### config.mk
export PLATFORM = sky130hd
export DESIGN_NAME = mixed_radix_block_code_encoder
export DESIGN_NICKNAME = d
export VERILOG_FILES = /design/src/rtl/core/mrbc_pkg.sv /design/src/rtl/core/mrbc_front.sv /design/src/rtl/core/mrbc_queue.sv /design/src/rtl/core/mrbc_back.sv /design/src/rtl/core/mixed_radix_block_code_encoder.sv
export SDC_FILE = /design/constraint.sdc
export NUM_CORES = 1
export LEC_CHECK = 0
export ABC_AREA = 1
export BUFFER_PORTS_ARGS = -buffer_cell sky130_fd_sc_hd__buf_2
export CORE_ASPECT_RATIO = 0.9
export CORE_MARGIN = 4
export CORE_UTILIZATION = 55
export DETAILED_ROUTE_END_ITERATION = 6
export PLACE_DENSITY = 0.72
export SYNTH_ARGS = -nofsm -noshare
export SYNTH_HDL_FRONTEND = slang
export SYNTH_SLANG_ARGS = --single-unit
### constraint.sdc
create_clock -name clk -period 9.27 [get_ports clk]
set_clock_uncertainty 0.2 [all_clocks]
set_input_delay 0.927 -clock clk [delete_from_list [all_inputs] [get_ports clk]]
set_output_delay 0.927 -clock clk [all_outputs]
set_load 0.02 [all_outputs]
### src/rtl/core/mrbc_pkg.sv
// Shared types, constants and helper functions of the block-code encoder.
package mrbc_pkg;

  localparam int unsigned SYMBOL_W       = 20;
  localparam int unsigned WORD_W         = 32;
  localparam int unsigned BUF_W          = 64;
  localparam int unsigned FILL_W         = 7;
  localparam int unsigned SIZE_W         = 3;
  localparam int unsigned NUM_CFG        = 4;
  localparam int unsigned CFG_IDX_W      = 2;
  localparam int unsigned TIER_W         = 5;
  localparam int unsigned DIGIT_W        = 4;
  localparam int unsigned VALUE_BITS_DEF = 20;
  localparam int unsigned VALUE_BITS_MAX = 24;
  localparam int unsigned QUEUE_DEPTH    = 2;

  localparam logic [SIZE_W-1:0] SIZE_MIN = 3'd2;
  localparam logic [SIZE_W-1:0] SIZE_MID = 3'd3;
  localparam logic [SIZE_W-1:0] SIZE_MAX = 3'd4;

  localparam logic [CFG_IDX_W-1:0] REG_BLOCK_SIZE_0 = 2'd0;
  localparam logic [CFG_IDX_W-1:0] REG_BLOCK_SIZE_1 = 2'd1;
  localparam logic [CFG_IDX_W-1:0] REG_BLOCK_SIZE_2 = 2'd2;
  localparam logic [CFG_IDX_W-1:0] REG_BLOCK_SIZE_3 = 2'd3;

  typedef struct packed {
    logic [SYMBOL_W-1:0] symbol_value;
    logic                end_of_stream;
  } mrbc_in_t;

  typedef struct packed {
    logic [WORD_W-1:0] packed_word;
    logic              final_word;
  } mrbc_out_t;

  // Item after classification in the front part.
  typedef struct packed {
    logic [VALUE_BITS_MAX-1:0] value;
    logic                      is_zero;
    logic                      eos;
  } mrbc_item_t;

  typedef logic [NUM_CFG-1:0][SIZE_W-1:0] mrbc_cfg_t;

  typedef enum logic [2:0] {
    ST_IDLE,
    ST_SEARCH,
    ST_DMUL,
    ST_DFIX,
    ST_TAIL,
    ST_EMIT_FULL,
    ST_FLUSH
  } mrbc_state_t;

  function automatic logic [SIZE_W-1:0] clamp_size(input logic [SIZE_W-1:0] s);
    logic [SIZE_W-1:0] res;
    res = s;
    if (s < SIZE_MIN) res = SIZE_MIN;
    if (s > SIZE_MAX) res = SIZE_MAX;
    return res;
  endfunction

  // Width of block k: configured for the first four blocks, two bits after.
  function automatic logic [SIZE_W-1:0] size_of_block(input logic [TIER_W-1:0] k,
                                                      input mrbc_cfg_t cfg);
    logic [SIZE_W-1:0] res;
    res = SIZE_MIN;
    if (k < TIER_W'(NUM_CFG)) res = clamp_size(cfg[k[CFG_IDX_W-1:0]]);
    return res;
  endfunction

  function automatic logic [DIGIT_W-1:0] base_of(input logic [SIZE_W-1:0] sz);
    logic [DIGIT_W:0] full;
    full = (5'd1 << sz) - 5'd1;
    return full[DIGIT_W-1:0];
  endfunction

endpackage

### src/rtl/core/mrbc_front.sv
// Front part: takes input items, masks and classifies them for the queue.
module mrbc_front #(
  parameter int unsigned VALUE_BITS = mrbc_pkg::VALUE_BITS_DEF
) (
  input  logic                clk,
  input  logic                rst_n,
  input  logic                in_valid,
  output logic                in_ready,
  input  mrbc_pkg::mrbc_in_t  in_data,
  output logic                push_valid,
  input  logic                push_ready,
  output mrbc_pkg::mrbc_item_t push_item
);

  logic                 hold_valid_r, hold_valid_nxt;
  mrbc_pkg::mrbc_item_t hold_item_r;
  mrbc_pkg::mrbc_item_t classified;
  logic [VALUE_BITS-1:0] masked;

  always_comb begin
    masked             = VALUE_BITS'(in_data.symbol_value);
    classified.value   = mrbc_pkg::VALUE_BITS_MAX'(masked);
    classified.is_zero = (masked == '0);
    classified.eos     = in_data.end_of_stream;
  end

  assign in_ready   = !hold_valid_r || push_ready;
  assign push_valid = hold_valid_r;
  assign push_item  = hold_item_r;

  always_comb begin
    hold_valid_nxt = hold_valid_r;
    if (push_ready) hold_valid_nxt = 1'b0;
    if (in_valid && in_ready) hold_valid_nxt = 1'b1;
  end

  always_ff @(posedge clk) begin
    if (!rst_n) begin
      hold_valid_r <= 1'b0;
    end else begin
      hold_valid_r <= hold_valid_nxt;
    end
  end

  always_ff @(posedge clk) begin
    if (in_valid && in_ready) begin
      hold_item_r <= classified;
    end
  end

endmodule

### src/rtl/core/mrbc_queue.sv
// Two-entry item queue between the front and back parts.
module mrbc_queue (
  input  logic                 clk,
  input  logic                 rst_n,
  input  logic                 wr_valid,
  output logic                 wr_ready,
  input  mrbc_pkg::mrbc_item_t wr_item,
  output logic                 rd_valid,
  input  logic                 rd_ready,
  output mrbc_pkg::mrbc_item_t rd_item
);

  localparam int unsigned PTR_W = $clog2(mrbc_pkg::QUEUE_DEPTH);
  localparam int unsigned CNT_W = $clog2(mrbc_pkg::QUEUE_DEPTH + 1);

  mrbc_pkg::mrbc_item_t entry_r [mrbc_pkg::QUEUE_DEPTH];
  logic [PTR_W-1:0] wr_ptr_r, wr_ptr_nxt;
  logic [PTR_W-1:0] rd_ptr_r, rd_ptr_nxt;
  logic [CNT_W-1:0] count_r, count_nxt;
  logic do_wr, do_rd;

  assign wr_ready = (count_r != CNT_W'(mrbc_pkg::QUEUE_DEPTH));
  assign rd_valid = (count_r != '0);
  assign rd_item  = entry_r[rd_ptr_r];
  assign do_wr    = wr_valid && wr_ready;
  assign do_rd    = rd_valid && rd_ready;

  always_comb begin
    wr_ptr_nxt = do_wr ? wr_ptr_r + 1'b1 : wr_ptr_r;
    rd_ptr_nxt = do_rd ? rd_ptr_r + 1'b1 : rd_ptr_r;
    count_nxt  = count_r;
    if (do_wr && !do_rd) count_nxt = count_r + 1'b1;
    if (!do_wr && do_rd) count_nxt = count_r - 1'b1;
  end

  always_ff @(posedge clk) begin
    if (!rst_n) begin
      wr_ptr_r <= '0;
      rd_ptr_r <= '0;
      count_r  <= '0;
    end else begin
      wr_ptr_r <= wr_ptr_nxt;
      rd_ptr_r <= rd_ptr_nxt;
      count_r  <= count_nxt;
    end
  end

  always_ff @(posedge clk) begin
    if (do_wr) begin
      entry_r[wr_ptr_r] <= wr_item;
    end
  end

endmodule

### src/rtl/core/mrbc_back.sv
// Back part: tier search, digit extraction, bit packing and the output register.
module mrbc_back #(
  parameter int unsigned VALUE_BITS = mrbc_pkg::VALUE_BITS_DEF
) (
  input  logic                 clk,
  input  logic                 rst_n,
  input  mrbc_pkg::mrbc_cfg_t  cfg,
  input  logic                 pop_valid,
  output logic                 pop_ready,
  input  mrbc_pkg::mrbc_item_t pop_item,
  output logic                 out_valid,
  input  logic                 out_ready,
  output mrbc_pkg::mrbc_out_t  out_data
);

  localparam int unsigned VB  = VALUE_BITS;
  localparam int unsigned WW  = VALUE_BITS + mrbc_pkg::DIGIT_W;
  localparam int unsigned PW  = 2 * VALUE_BITS;
  localparam int unsigned BW  = mrbc_pkg::BUF_W;
  localparam int unsigned FW  = mrbc_pkg::FILL_W;
  localparam int unsigned TW  = mrbc_pkg::TIER_W;
  localparam int unsigned DW  = mrbc_pkg::DIGIT_W;
  localparam int unsigned WDW = mrbc_pkg::WORD_W;

  // Reciprocals rounded down; the quotient they give is at most one short.
  localparam logic [VB-1:0] RECIP_3  = VB'((64'd1 << VALUE_BITS) / 64'd3);
  localparam logic [VB-1:0] RECIP_7  = VB'((64'd1 << VALUE_BITS) / 64'd7);
  localparam logic [VB-1:0] RECIP_15 = VB'((64'd1 << VALUE_BITS) / 64'd15);

  mrbc_pkg::mrbc_state_t st_r, st_nxt;
  logic [VB-1:0] r_r, r_nxt;
  logic [WW-1:0] w_r, w_nxt;
  logic [TW-1:0] t_r, t_nxt;
  logic [TW-1:0] j_r, j_nxt;
  logic [PW-1:0] prod_r, prod_nxt;
  logic [FW-1:0] fill_r, fill_nxt;
  logic [BW-1:0] buf_r, buf_nxt;
  logic          eos_r, eos_nxt;
  logic          out_valid_r, out_valid_nxt;
  mrbc_pkg::mrbc_out_t out_data_r, out_data_nxt;

  logic [mrbc_pkg::SIZE_W-1:0] sz_t, sz_j;
  logic [DW-1:0] base_t, base_j;
  logic [VB-1:0] recip_j;
  logic [VB-1:0] q0;
  logic [WW-1:0] q0_times_base;
  logic [WW-1:0] rem_full;
  logic [DW:0]   rem;
  logic [DW-1:0] digit;
  logic [VB-1:0] quot;
  logic          out_free;

  assign sz_t   = mrbc_pkg::size_of_block(t_r, cfg);
  assign sz_j   = mrbc_pkg::size_of_block(j_r, cfg);
  assign base_t = mrbc_pkg::base_of(sz_t);
  assign base_j = mrbc_pkg::base_of(sz_j);

  always_comb begin
    case (sz_j)
      mrbc_pkg::SIZE_MIN: recip_j = RECIP_3;
      mrbc_pkg::SIZE_MID: recip_j = RECIP_7;
      default:            recip_j = RECIP_15;
    endcase
  end

  // Remainder correction after the reciprocal multiply.
  always_comb begin
    q0            = prod_r[PW-1:VB];
    q0_times_base = (WW'(q0) << sz_j) - WW'(q0);
    rem_full      = WW'(r_r) - q0_times_base;
    rem           = rem_full[DW:0];
    if (rem >= {1'b0, base_j}) begin
      digit = DW'(rem - {1'b0, base_j});
      quot  = q0 + 1'b1;
    end else begin
      digit = rem[DW-1:0];
      quot  = q0;
    end
  end

  assign out_free  = !out_valid_r || out_ready;
  assign pop_ready = (st_r == mrbc_pkg::ST_IDLE);
  assign out_valid = out_valid_r;
  assign out_data  = out_data_r;

  always_comb begin
    st_nxt        = st_r;
    r_nxt         = r_r;
    w_nxt         = w_r;
    t_nxt         = t_r;
    j_nxt         = j_r;
    prod_nxt      = prod_r;
    fill_nxt      = fill_r;
    buf_nxt       = buf_r;
    eos_nxt       = eos_r;
    out_valid_nxt = out_valid_r;
    out_data_nxt  = out_data_r;
    if (out_ready) out_valid_nxt = 1'b0;

    unique case (st_r)
      mrbc_pkg::ST_IDLE: begin
        if (pop_valid) begin
          r_nxt   = VB'(pop_item.value);
          w_nxt   = WW'(1);
          t_nxt   = '0;
          j_nxt   = '0;
          eos_nxt = pop_item.eos;
          st_nxt  = pop_item.is_zero ? mrbc_pkg::ST_TAIL : mrbc_pkg::ST_SEARCH;
        end
      end
      mrbc_pkg::ST_SEARCH: begin
        if (WW'(r_r) >= w_r) begin
          r_nxt = r_r - VB'(w_r);
          w_nxt = (w_r << sz_t) - w_r;
          t_nxt = t_r + 1'b1;
        end else begin
          st_nxt = (t_r == '0) ? mrbc_pkg::ST_TAIL : mrbc_pkg::ST_DMUL;
        end
      end
      mrbc_pkg::ST_DMUL: begin
        prod_nxt = PW'(r_r) * PW'(recip_j);
        st_nxt   = mrbc_pkg::ST_DFIX;
      end
      mrbc_pkg::ST_DFIX: begin
        buf_nxt  = buf_r | (BW'(digit) << fill_r);
        fill_nxt = fill_r + FW'(sz_j);
        r_nxt    = quot;
        j_nxt    = j_r + 1'b1;
        st_nxt   = (j_r + 1'b1 == t_r) ? mrbc_pkg::ST_TAIL : mrbc_pkg::ST_DMUL;
      end
      mrbc_pkg::ST_TAIL: begin
        buf_nxt  = buf_r | (BW'(base_t) << fill_r);
        fill_nxt = fill_r + FW'(sz_t);
        st_nxt   = mrbc_pkg::ST_EMIT_FULL;
      end
      mrbc_pkg::ST_EMIT_FULL: begin
        if (fill_r >= FW'(WDW)) begin
          if (out_free) begin
            out_valid_nxt            = 1'b1;
            out_data_nxt.packed_word = buf_r[WDW-1:0];
            out_data_nxt.final_word  = eos_r && (fill_r == FW'(WDW));
            buf_nxt                  = buf_r >> WDW;
            fill_nxt                 = fill_r - FW'(WDW);
            st_nxt                   = mrbc_pkg::ST_FLUSH;
          end
        end else begin
          st_nxt = mrbc_pkg::ST_FLUSH;
        end
      end
      mrbc_pkg::ST_FLUSH: begin
        if (!eos_r) begin
          st_nxt = mrbc_pkg::ST_IDLE;
        end else if (fill_r == '0) begin
          buf_nxt = '0;
          st_nxt  = mrbc_pkg::ST_IDLE;
        end else if (out_free) begin
          out_valid_nxt            = 1'b1;
          out_data_nxt.packed_word = buf_r[WDW-1:0];
          out_data_nxt.final_word  = 1'b1;
          buf_nxt                  = '0;
          fill_nxt                 = '0;
          st_nxt                   = mrbc_pkg::ST_IDLE;
        end
      end
      default: st_nxt = mrbc_pkg::ST_IDLE;
    endcase
  end

  always_ff @(posedge clk) begin
    if (!rst_n) begin
      st_r        <= mrbc_pkg::ST_IDLE;
      fill_r      <= '0;
      buf_r       <= '0;
      out_valid_r <= 1'b0;
    end else begin
      st_r        <= st_nxt;
      fill_r      <= fill_nxt;
      buf_r       <= buf_nxt;
      out_valid_r <= out_valid_nxt;
    end
  end

  always_ff @(posedge clk) begin
    r_r        <= r_nxt;
    w_r        <= w_nxt;
    t_r        <= t_nxt;
    j_r        <= j_nxt;
    prod_r     <= prod_nxt;
    eos_r      <= eos_nxt;
    out_data_r <= out_data_nxt;
  end

endmodule

### src/rtl/core/mixed_radix_block_code_encoder.sv
// Top level of the block-code encoder: configuration registers and the three parts.
//
// Usage. Each item on the input channel (in_valid, in_ready, in_data) carries one
// unsigned value and an end-of-stream flag. The value is coded as a tier of
// mixed-radix digit blocks closed by an all-ones block, and the code bits are
// packed least significant bit first into 32-bit words on the output channel
// (out_valid, out_ready, out_data). A full word leaves as soon as it is ready;
// on an end-of-stream item any partial word follows zero-padded and marked final.
// Block sizes are written through the configuration channel (cfg_valid,
// cfg_ready, cfg_index, cfg_data) while the encoder is idle; cfg_ready is always high.
// The encoder does not itself enforce the idle condition on these writes. An item
// leaves the queue while the back part is idle; its tier is searched, then each digit
// passes through the shared reciprocal multiplier and its correction stage, and last
// the code is closed, any full word is emitted and, at end of stream, the buffer is
// flushed. A zero value skips the search. The tier is at most 15 for 24-bit values.
// Items pass through the classification register and the two-entry queue, which
// keep taking items while the back part works; the back part takes the next item
// only when idle. Reset clears the bit buffer, the fill count, the queue and all
// block sizes to two bits. When the receiver stalls, the finished word is held in the
// output register and the back part waits before writing the next word over it.
module mixed_radix_block_code_encoder #(
  parameter int unsigned VALUE_BITS = mrbc_pkg::VALUE_BITS_DEF
) (
  input  logic                             clk,
  input  logic                             rst_n,
  input  logic                             in_valid,
  output logic                             in_ready,
  input  mrbc_pkg::mrbc_in_t               in_data,
  output logic                             out_valid,
  input  logic                             out_ready,
  output mrbc_pkg::mrbc_out_t              out_data,
  input  logic                             cfg_valid,
  output logic                             cfg_ready,
  input  logic [mrbc_pkg::CFG_IDX_W-1:0]   cfg_index,
  input  logic [mrbc_pkg::SIZE_W-1:0]      cfg_data
);

  mrbc_pkg::mrbc_cfg_t  cfg_r, cfg_nxt;
  logic                 push_valid, push_ready;
  mrbc_pkg::mrbc_item_t push_item;
  logic                 pop_valid, pop_ready;
  mrbc_pkg::mrbc_item_t pop_item;

  // Configuration writes are always taken; sizes are clamped where they are used.
  assign cfg_ready = 1'b1;

  always_comb begin
    cfg_nxt = cfg_r;
    if (cfg_valid) begin
      unique case (cfg_index)
        mrbc_pkg::REG_BLOCK_SIZE_0: cfg_nxt[0] = cfg_data;
        mrbc_pkg::REG_BLOCK_SIZE_1: cfg_nxt[1] = cfg_data;
        mrbc_pkg::REG_BLOCK_SIZE_2: cfg_nxt[2] = cfg_data;
        mrbc_pkg::REG_BLOCK_SIZE_3: cfg_nxt[3] = cfg_data;
        default:                    cfg_nxt    = cfg_r;
      endcase
    end
  end

  always_ff @(posedge clk) begin
    if (!rst_n) begin
      cfg_r <= {mrbc_pkg::NUM_CFG{mrbc_pkg::SIZE_MIN}};
    end else begin
      cfg_r <= cfg_nxt;
    end
  end

  // The front part masks the value to VALUE_BITS and flags tier-zero values.
  mrbc_front #(
    .VALUE_BITS (VALUE_BITS)
  ) u_front (
    .clk        (clk),
    .rst_n      (rst_n),
    .in_valid   (in_valid),
    .in_ready   (in_ready),
    .in_data    (in_data),
    .push_valid (push_valid),
    .push_ready (push_ready),
    .push_item  (push_item)
  );

  mrbc_queue u_queue (
    .clk      (clk),
    .rst_n    (rst_n),
    .wr_valid (push_valid),
    .wr_ready (push_ready),
    .wr_item  (push_item),
    .rd_valid (pop_valid),
    .rd_ready (pop_ready),
    .rd_item  (pop_item)
  );

  // The back part owns the bit buffer and the output register.
  mrbc_back #(
    .VALUE_BITS (VALUE_BITS)
  ) u_back (
    .clk       (clk),
    .rst_n     (rst_n),
    .cfg       (cfg_r),
    .pop_valid (pop_valid),
    .pop_ready (pop_ready),
    .pop_item  (pop_item),
    .out_valid (out_valid),
    .out_ready (out_ready),
    .out_data  (out_data)
  );

endmodule

==> results.sh <==
export IMPL_tns_ps=0
export IMPL_rsz0062_at_grt="no"
export IMPL_numClockSinks=266
export IMPL_ioPinCount=67
export IMPL_synth_main_ff_cell="edfxtp_1"
export IMPL_io_buffers=65
export IMPL_finalMaxSlewViolations=0
export IMPL_slowest_delay_ps=750
export IMPL_gp_congestion=0.9629
export IMPL_row_count=69
export IMPL_cp_start_kind="flop"
export IMPL_synth_seq_cells=266
export IMPL_crit_slowest_cell="nor2_4"
export IMPL_finalCritPeriodShare_pct=85.09
export IMPL_status="completed"
export IMPL_nFillCells=3463
export IMPL_critical_path_class="reg2reg"
export IMPL_hpwlAfterDp_um=48400
export IMPL_synth_top_area_share_pct=23.12
export IMPL_synth_edf_count=173
export IMPL_grt_max_degree=56
export IMPL_reg2reg_depth=29
export IMPL_postSynthCellCount=2620
export IMPL_grt_ovfl_total=0
export IMPL_cts_tree="done"
export IMPL_critPathRequiredTime_ps=9400
export IMPL_r2r_end="u_back.prod_r[37]"
export IMPL_arrival_ps=8020
export IMPL_async_reset_ff_share_pct=0
export IMPL_synth_area_um2=22470
export IMPL_hold_viol=0
export IMPL_synth_area_leader_cell="edfxtp_1"
export IMPL_first_pass_iters=6
export IMPL_setup_viol=0
export IMPL_htree_num_levels=1
export IMPL_post_cts_buffers=0
export IMPL_clockBufferDepth=3
export IMPL_reg2reg_slack_ps=1380
export IMPL_ys_warnings_count=0
export IMPL_yosysMostFrequentCell="inv_1"
export IMPL_antenna_found_initial=0
export IMPL_syn_area_per_cell_um2=8.575
export IMPL_drive_above_1_share_pct=7.275
export IMPL_cts_hold_buf=0
export IMPL_cts_made_buffers=30
export IMPL_start_util_pct=56.32
export IMPL_routedWlPerCell_um=18.62
export IMPL_syn_to_final_growth_pct=8.143
export IMPL_fmax_mhz=126.8
export IMPL_period_minus_slack_ps=7888
export IMPL_grt_pass1_vias=17810
export IMPL_min_to="u_queue.entry_r[0][17]"
export IMPL_root_buffer="clkbuf_16"
export IMPL_die_h_um=199.7
export IMPL_viasPerCell=5.628
export IMPL_dieArea_um2=44150
export IMPL_insertedDiodeCount=0
export IMPL_holdPathStages=0
export IMPL_core_area_um2=39890
export IMPL_synth_area_leaders="edfxtp_1 (23%), fa_1 (16%), ha_1 (12%)"
export IMPL_hold_start="u_front.push_item[17]"
export IMPL_clock_latency_ps=590
export IMPL_worstSetupStartpoint="u_back.j_r[0]"
export IMPL_ys_top_cells_by_count="inv_1 (533), nand2_1 (346), ha_1 (223), a21oi_1 (222), nor2_1 (198)"
export IMPL_crit_fanout=41
export IMPL_worst_pin_slew_ps=1172
export IMPL_timing_rr_start="u_back.j_r[0]"
export IMPL_relSlewSlack_pct=21.78
export IMPL_grt_use_total_pct=26.94
export IMPL_grt_pass1_wl_um=95700
export IMPL_final_nets=3099
export IMPL_drv_cap=0
export IMPL_crit_path_end_kind="flop"
export IMPL_cts_resized=0
export IMPL_num_vias=18160
export IMPL_drt_total_wl_um=60050
export IMPL_ys_types=60
export IMPL_drt_antenna_violating_nets=0
export IMPL_drc=0
export IMPL_yosysSeqAreaShare_pct=31.41
export IMPL_path_clk_slew_ps=60
export IMPL_die_x_um=221.0
export IMPL_hp_class="reg2reg"
export IMPL_dr_first_iter_drc_count=1728
worst max-delay path by stage:
stage	to	slack, ps	depth (start not counted)
5_1_grt	u_back.prod_r[37]	920	29
4_1_cts	u_back.prod_r[37]	1470	29
2_1_floorplan	u_back.prod_r[37]	2550	28
6_report	u_back.prod_r[37]	1380	29
3_5_place_dp	u_back.prod_r[37]	1480	26
3_3_place_gp	u_back.prod_r[37]	1650	26
layout make-up:
class	count	area, µm²	share of cell area, %
clock buffers	33	762.0	3.136
clock inverters	22	203.9	0.8395
inverters	542	2037	8.384
multi-input cells	1755	13160	54.17
flip-flops and latches	266	7057	29.05
well taps	532	665.6	2.740
repair buffers	76	407.9	1.679
cells by family after synthesis:
| logic type | share of synthesized area [%] |
|---|---|
| XOR/XNOR | 2.027 |
| flip-flops | 31.41 |
| other | 0.03343 |
| buffers and inverters | 10.29 |
| multiplexers | 0.2228 |
| AO/OA/AOI/OAI | 12.81 |
| adder cells (fa/ha/maj) | 27.93 |
| AND/OR/NAND/NOR | 15.28 |
worst max-delay path, delay by kind of cell, from the launching register on:
kind                       cells  cell delay (ps)
AOI/OAI and AO/OA              3              690
xor gates and xnor gates       1              150
adders and majority gates      7             3560
buffers and inverters          7              530
DFF                            1              600
and+or+nand+nor               11             1900
per-layer routing:
layer  track usage [%]  vias to the layer above  routed length, µm
li1                  -                     8679                  -
met5                 0                        -                  0
met1             40.00                     8723              27720
met2             42.61                      677              26570
met4             5.431                        0               1153
met3             4.343                       77               4608
cell usage in the layout, fill, tap and decap left out, types with 14 or more instances in the layout:
cell type / synthesis / routed
o21ai_0: 188 / 188
clkbuf_16: 0 / 30
nor2_1: 198 / 195
o211ai_1: 16 / 16
fa_1: 174 / 174
o21bai_1: 14 / 14
nor3_1: 26 / 26
edfxtp_1: 173 / 173
ha_1: 223 / 223
buf_2: 9 / 65
inv_1: 533 / 533
xor2_1: 39 / 39
dfxtp_1: 93 / 93
a21oi_1: 222 / 220
nand2_1: 346 / 346
nand3_1: 106 / 106
nand4_1: 24 / 24
registers in the layout, indices dropped and copies added (netlist names), 2 cells and up, named ones only:
signal,count
u_front.push_item,22
u_back.t_r,5
u_queue.entry_r,44
u_back.r_r,20
u_back.prod_r,19
cfg_r,12
u_back.w_r,24
u_back.fill_r,7
u_back.j_r,5
u_back.out_data,33
u_back.buf_r,64
u_back.st_r,3
u_queue.count_r,2
through the flow:
| stage | hold WS, ps | setup slack [ps] | cell area [µm²] | std cells | utilization [%] |
|---|---|---|---|---|---|
| floorplan | 219.1 | 2551 | 22500 | 2629 | - |
| global placement | 222.0 | 1653 | 23330 | 3171 | 58.49 |
| detailed placement | 232.6 | 1476 | 23330 | 3171 | 58.49 |
| CTS | 246.7 | 1475 | 24290 | 3226 | 60.91 |
| global route | 257.1 | 919.6 | 24290 | 3226 | 60.91 |
| finish | 244.5 | 1382 | 24290 | 3226 | 60.91 |
Power is left out: the tool's default activity adds up to more than one toggle a clock period on the data nets, which glitch-free logic cannot reach.
